$ cat src/hw/rtl/ppt_pkg.sv
package ppt_pkg;

	localparam int NUM_COEFS = 8;
	localparam int COEF_W = 32;
	localparam int PT_W = 16;
	localparam int PROD_W = COEF_W + PT_W;
	localparam int SUM_W = PROD_W + 1;
	localparam int NUM_W = SUM_W + 5;
	localparam int DEN_W = SUM_W + 1;
	localparam int QB = 17;
	localparam int REM_W = DEN_W + QB + 1;
	localparam int IDX_W = $clog2(NUM_COEFS);

	localparam logic signed [SUM_W-1:0] ONE_Q28 = SUM_W'(1) <<< 28;
	localparam logic signed [COEF_W-1:0] COEF_ONE = COEF_W'(1) <<< 24;
	localparam logic signed [COEF_W-1:0] COEF_ZERO = '0;
	localparam logic [QB-1:0] POS_LIMIT = QB'(32767);
	localparam logic [QB-1:0] NEG_LIMIT = QB'(32768);
	localparam logic signed [PT_W-1:0] OUT_MAX = 16'sh7fff;
	localparam logic signed [PT_W-1:0] OUT_MIN = 16'sh8000;

	typedef enum logic [IDX_W-1:0] {
		REG_A, REG_B, REG_C, REG_D, REG_E, REG_F, REG_G, REG_H
	} reg_idx_t;

	typedef struct packed {
		logic signed [PT_W-1:0] in_x;
		logic signed [PT_W-1:0] in_y;
	} in_beat_t;

	typedef struct packed {
		logic signed [PT_W-1:0] out_x;
		logic signed [PT_W-1:0] out_y;
		logic                   degenerate;
		logic                   saturated;
	} out_beat_t;

endpackage

$ cat src/hw/rtl/ppt_div.sv
module ppt_div (
	input  logic                                clk,
	input  logic                                arst_n,
	input  logic                                en,
	input  logic                                vld,
	input  logic signed [ppt_pkg::SUM_W-1:0]    num,
	input  logic signed [ppt_pkg::SUM_W-1:0]    den,
	output logic                                res_vld,
	output logic signed [ppt_pkg::PT_W-1:0]     res,
	output logic                                res_sat,
	output logic                                res_zero
);

	localparam int QB = ppt_pkg::QB;
	localparam int REM_W = ppt_pkg::REM_W;
	localparam int DEN_W = ppt_pkg::DEN_W;

	logic [ppt_pkg::SUM_W-1:0] num_mag, den_mag;
	logic [ppt_pkg::NUM_W-1:0] n_full;

	logic [REM_W-1:0] n_s1;
	logic [DEN_W-1:0] d_s1;
	logic neg_s1, zero_s1, vld_s1;

	logic [REM_W-1:0] rem_s [0:QB];
	logic [DEN_W-1:0] d_s [0:QB];
	logic [QB-1:0] q_s [0:QB];
	logic neg_s [0:QB];
	logic zero_s [0:QB];
	logic ovf_s [0:QB];
	logic vld_s [0:QB];

	logic [QB-1:0] q_fin;
	logic fin_sat;
	logic signed [ppt_pkg::PT_W-1:0] fin_val;

	// magnitudes, rounding offset folded into the dividend
	assign num_mag = num[ppt_pkg::SUM_W-1] ? ppt_pkg::SUM_W'(-num) : num;
	assign den_mag = den[ppt_pkg::SUM_W-1] ? ppt_pkg::SUM_W'(-den) : den;
	assign n_full = {num_mag, 5'b0} + ppt_pkg::NUM_W'(den_mag);

	always_ff @(posedge clk or negedge arst_n) begin
		if (!arst_n) begin
			vld_s1 <= 1'b0;
		end else if (en) begin
			vld_s1 <= vld;
		end
	end

	always_ff @(posedge clk) begin
		if (en) begin
			n_s1 <= REM_W'(n_full);
			d_s1 <= {den_mag, 1'b0};
			neg_s1 <= num[ppt_pkg::SUM_W-1] ^ den[ppt_pkg::SUM_W-1];
			zero_s1 <= (den == '0);
		end
	end

	// overflow check: quotient of 2^17 or more
	always_ff @(posedge clk or negedge arst_n) begin
		if (!arst_n) begin
			vld_s[0] <= 1'b0;
		end else if (en) begin
			vld_s[0] <= vld_s1;
		end
	end

	always_ff @(posedge clk) begin
		if (en) begin
			rem_s[0] <= n_s1;
			d_s[0] <= d_s1;
			q_s[0] <= '0;
			neg_s[0] <= neg_s1;
			zero_s[0] <= zero_s1;
			ovf_s[0] <= (n_s1 >= {1'b0, d_s1, {QB{1'b0}}});
		end
	end

	// one quotient bit per stage
	for (genvar k = 0; k < QB; k++) begin : g_step
		localparam int SH = QB - 1 - k;
		logic [REM_W-1:0] dsh;
		logic take;
		assign dsh = REM_W'({d_s[k], {SH{1'b0}}});
		assign take = (rem_s[k] >= dsh);

		always_ff @(posedge clk or negedge arst_n) begin
			if (!arst_n) begin
				vld_s[k+1] <= 1'b0;
			end else if (en) begin
				vld_s[k+1] <= vld_s[k];
			end
		end

		always_ff @(posedge clk) begin
			if (en) begin
				rem_s[k+1] <= take ? rem_s[k] - dsh : rem_s[k];
				q_s[k+1] <= {q_s[k][QB-2:0], take};
				d_s[k+1] <= d_s[k];
				neg_s[k+1] <= neg_s[k];
				zero_s[k+1] <= zero_s[k];
				ovf_s[k+1] <= ovf_s[k];
			end
		end
	end

	assign q_fin = q_s[QB];

	always_comb begin
		if (neg_s[QB]) begin
			fin_sat = ovf_s[QB] || (q_fin > ppt_pkg::NEG_LIMIT);
			fin_val = fin_sat ? ppt_pkg::OUT_MIN : ppt_pkg::PT_W'(-q_fin);
		end else begin
			fin_sat = ovf_s[QB] || (q_fin > ppt_pkg::POS_LIMIT);
			fin_val = fin_sat ? ppt_pkg::OUT_MAX : ppt_pkg::PT_W'(q_fin);
		end
		if (zero_s[QB]) begin
			fin_sat = 1'b0;
			fin_val = '0;
		end
	end

	always_ff @(posedge clk or negedge arst_n) begin
		if (!arst_n) begin
			res_vld <= 1'b0;
		end else if (en) begin
			res_vld <= vld_s[QB];
		end
	end

	always_ff @(posedge clk) begin
		if (en) begin
			res <= fin_val;
			res_sat <= fin_sat;
			res_zero <= zero_s[QB];
		end
	end

endmodule

$ cat config.mk
export PLATFORM = sky130hd
export DESIGN_NAME = ppt_div
export DESIGN_NICKNAME = d
export VERILOG_FILES = /design/src/hw/rtl/ppt_pkg.sv /design/src/hw/rtl/ppt_div.sv
export SDC_FILE = /design/constraint.sdc
export NUM_CORES = 2
export LEC_CHECK = 0
export BUFFER_PORTS_ARGS = -buffer_cell sky130_fd_sc_hd__buf_2
export CAP_MARGIN = 10
export CORE_ASPECT_RATIO = 2
export CORE_UTILIZATION = 45
export CTS_BUF_LIST = sky130_fd_sc_hd__clkbuf_4
export DETAILED_ROUTE_END_ITERATION = 8
export GPL_ROUTABILITY_DRIVEN = 0
export PLACE_DENSITY = 0.57
export SLEW_MARGIN = 10
export SYNTH_ARGS = -nofsm -noshare
export SYNTH_HDL_FRONTEND = slang
export SYNTH_SLANG_ARGS = --single-unit
$ cat constraint.sdc
create_clock -name clk -period 5.21 [get_ports clk]
set_clock_uncertainty 0.2 [all_clocks]
set_input_delay 1.042 -clock clk [delete_from_list [all_inputs] [get_ports clk]]
set_output_delay 1.042 -clock clk [all_outputs]
set_load 0.005 [all_outputs]
==> impl_metrics.toml <==
[detailed_routing]
drt_pass1_iterations = 7
via_per_inst = 5.61
wl_um = 377000
drc = 0
dr_total_vias = 97800
wire_per_inst_um = 21.7
drt-initial-drc-count = 4564
ant_nets = 0

[cells_and_area]
drive_above_1_share_pct = 14.9
syn2layout_area_growth_pct = 13.9
final_area_um2 = 148000
layout.nets = 14300

[floorplanning]
rows = 279
dieArea_um2 = 292000
core_area_um2 = 288000
start_util_pct = 45.2
io_pins = 121
dieHeight_um = 763
die_w_um = 382

[timing]
fin_tns_setup_ns = -0.0234
layout_worst_path_cycle_share_pct = 100
slew_headroom_pct = 18.8
rsz0062_at_grt = "true"
fin_crit_ns = 5.23
clock.fmax_mhz = 191
finalMaxSlewViolations = 0
hold-worst-slack_ns = 0.185
hold_viol = 0
setup_violations = 1
finalWorstSetupSlack_ns = -0.0234
worstMarginPinSlew_ns = 1.21

[cts]
cts_sinks = 2241
htree_levels = 6
cts_tree = "built"
worstSkewPairLatency_ns = 1.34
clockBufferDepth = 4
clk_pin_slew_worst_paths_ns = 0.07
cts_root_buf = "clkbuf_4"
cts_made_buffers = 530

[global_route]
grt_pass1_wl_um = 564000
grt_max_degree = 128
grt_usage_pct = 25.4
overflow = 0
grt_pass1_vias = 105000
antenna_found_initial = 22

[run]
maxCapViolCount = 0

[pwr]
pwr-share-comb_pct = 45.6
clkPwrFrac_pct = 18.4
seqPwrFrac_pct = 36.0
p_int_mw = 48.2
power_switching_mw = 30.3
swShare_pct = 38.6
irDropWorstVdd_mv = 0.192
p_per_area_nw_per_um2 = 529
p_leak_nw = 61.5

[yosys]
yosys-top-cells-area = "edfxtp_1 (51%), ha_1 (8.7%), a21oi_1 (4.2%)"
synth_edf_count = 2221
syn_avg_cell_area_um2 = 10.8
syn-num-nets = 13100
async_reset_ff_share_pct = 0.892
syn_inst = 12100
synth_top_area_share_pct = 51.2
synthesis.area_um2 = 130000
yosys_register_bits = 2241
synth-warning-count = 0
ys.flop_type = "edfxtp_1"
synth.distinct_cells = 101
yosysSeqAreaShare_pct = 51.6
synth_area_leader_cell = "edfxtp_1"

[hold_path]
hold_path_class = "in2reg"
min_path_cells = 4

[setup_path]
path_max_fanout = 5
end_kind = "flop"
worstSetupStartpointType = "primary input"
rr_worst_depth = 18
cp.arrival_ns = 6.07
crit_type = "in2reg"
critical_path_required_ns = 6.05

[outcome]
status = "complete, but fails checks"
violations = "setup timing"

[place]
placed_cell_area_um2 = 141000
dpl.hpwl_um = 302000
port_buffers = 120
[path summary, 6_finish.rpt]
check                                           start  slack (ns)                     end
worst max-delay path                          den[20]       -0.02      n_s1[50]$_DFFE_PP_
worst min-delay path                           den[5]        0.19       d_s1[6]$_DFFE_PP_
worst max register to register  rem_s[2][0]$_DFFE_PP_        0.14  rem_s[3][67]$_DFFE_PP_
worst min register to register  d_s[10][11]$_DFFE_PP_        0.19   d_s[11][11]$_DFFE_PP_
max in group asynchronous                      arst_n        3.53    vld_s[6]$_DFFE_PN0P_
min in group asynchronous                      arst_n        0.73    vld_s[0]$_DFFE_PN0P_
[repair_timing]
item,CTS,global route
endpoints found under the hold margin,112,0
pin swaps,0,8
hold buffers,52,0
setup buffers,0,2
endpoints found under the setup margin,10,30
gates resized for setup,3,22
[placed cells by master (no fill, tap or decap), types with 113 or more instances in the layout]
cell / synthesis / layout
xor2_1: 363 / 363
buf_2: 11 / 119
nand4_1: 181 / 181
edfxtp_1: 2221 / 2221
mux2_2: 176 / 176
a21oi_1: 1080 / 1077
nor3_1: 148 / 145
o21ai_0: 780 / 775
nand2_1: 864 / 862
inv_1: 1114 / 1111
o21a_1: 113 / 113
nand2b_1: 140 / 140
nand3_1: 208 / 208
xnor2_1: 612 / 611
a21o_1: 586 / 586
nor2_1: 753 / 752
ha_1: 904 / 904
clkbuf_4: 0 / 712
buf_4: 0 / 744
[cells in the mapped netlist (25+ instances only)]
master and number:
nor3_1 148, buf_1 29, a31oi_1 101, inv_1 1114, or2_2 39, and2_1 45, or4_1 38, a21boi_0 33
or3_1 85, nor2_1 753, nor4_1 101, nor3b_1 25, a31o_2 26, mux2_2 176, ha_1 904, nand2_1 864
a211oi_1 68, a21o_1 586, nand4_1 181, xnor2_1 612, edfxtp_1 2221, nand2b_1 140, o31ai_1 94, a21oi_1 1080
a211o_1 35, xor2_1 363, nand3_1 208, and3_1 107, o21ai_0 780, and4_1 27, clkbuf_1 294, o21a_1 113
o21bai_1 109, nor2b_1 93, o211ai_1 45
[cell families (layout without fill, tap and decap cells)]
logic type	Yosys count	in the layout	synth area share (%)
fa+ha+maj	921	921	8.95
flops	2241	2241	51.6
other cells	0	49	0
simple gates	2951	2951	11.1
buf+inv	1448	2964	4.18
mux	183	183	1.58
xor+xnor	978	978	6.60
compound gates	3353	3353	16.0
[power groups by stage]
stage	clock [mW]	sequential, mW	combinational, mW
floorplan	0	27.5	24.1
global placement	0	28.5	34.3
detailed placement	0	28.6	35.2
CTS	14.9	28.2	35.4
global route	15.6	28.6	38.9
finish	14.4	28.3	35.8
[area by class of cell]
type,instances,area [um2]
sequential,2241,67200
clock inverter,177,1260
fill,25700,140000
inverter,1114,4180
antenna,49,123
clock buffer,712,5350
tap,3793,4750
timing repair buffer,961,7620
multi-input combinational,8386,57900
[registers in the layout, summed over array words and instances, names as in the netlist, 16 cells and up]
signal	cells
n_s1	49
q_s	153
res	16
d_s1	49
ovf_s	18
neg_s	18
rem_s	1142
d_s	754
zero_s	18
vld_s	18
[worst max-delay path: stages]
cell and delay [ns]:
dlygate4sd3_1 0.53, buf_2 0.13, or2_2 0.28, or4_4 0.43, or3_4 0.37, buf_4 0.18, o31ai_4 0.20, xnor2_2 0.15
ha_1 0.27, buf_4 0.16, a21o_1 0.15, a21o_1 0.19, a21o_1 0.19, a21oi_1 0.14, o21bai_1 0.07, o21bai_1 0.17
buf_4 0.17, o211ai_1 0.18, and2_4 0.19, a21oi_1 0.09, o21ai_1 0.17, xnor2_1 0.07, dlygate4sd3_1 0.55
[metal layers]
| metal | wire length [um] | global-route usage, % | share of wire [%] |
|---|---|---|---|
| met5 | 27 | 0 | 0.0072 |
| met4 | 47400 | 28.5 | 13 |
| met3 | 10400 | 2.99 | 2.7 |
| met2 | 226000 | 54.7 | 60 |
| met1 | 94000 | 15.6 | 25 |
[through the flow]
| stage | cells | total power [mW] | util (%) | setup WS (ns) |
|---|---|---|---|---|
| after floorplan | 12100 | 51.6 | - | -0.509 |
| after global routing | 17400 | 83.2 | 51.4 | -0.151 |
| after CTS | 17400 | 78.5 | 51.4 | 0.0107 |
| after detailed placement | 16400 | 63.7 | 48.9 | -1.13 |
| after global placement | 16400 | 62.8 | 48.9 | -1.11 |
| final | 17400 | 78.5 | 51.5 | -0.0234 |
Power figures use the tool's default switching activity.
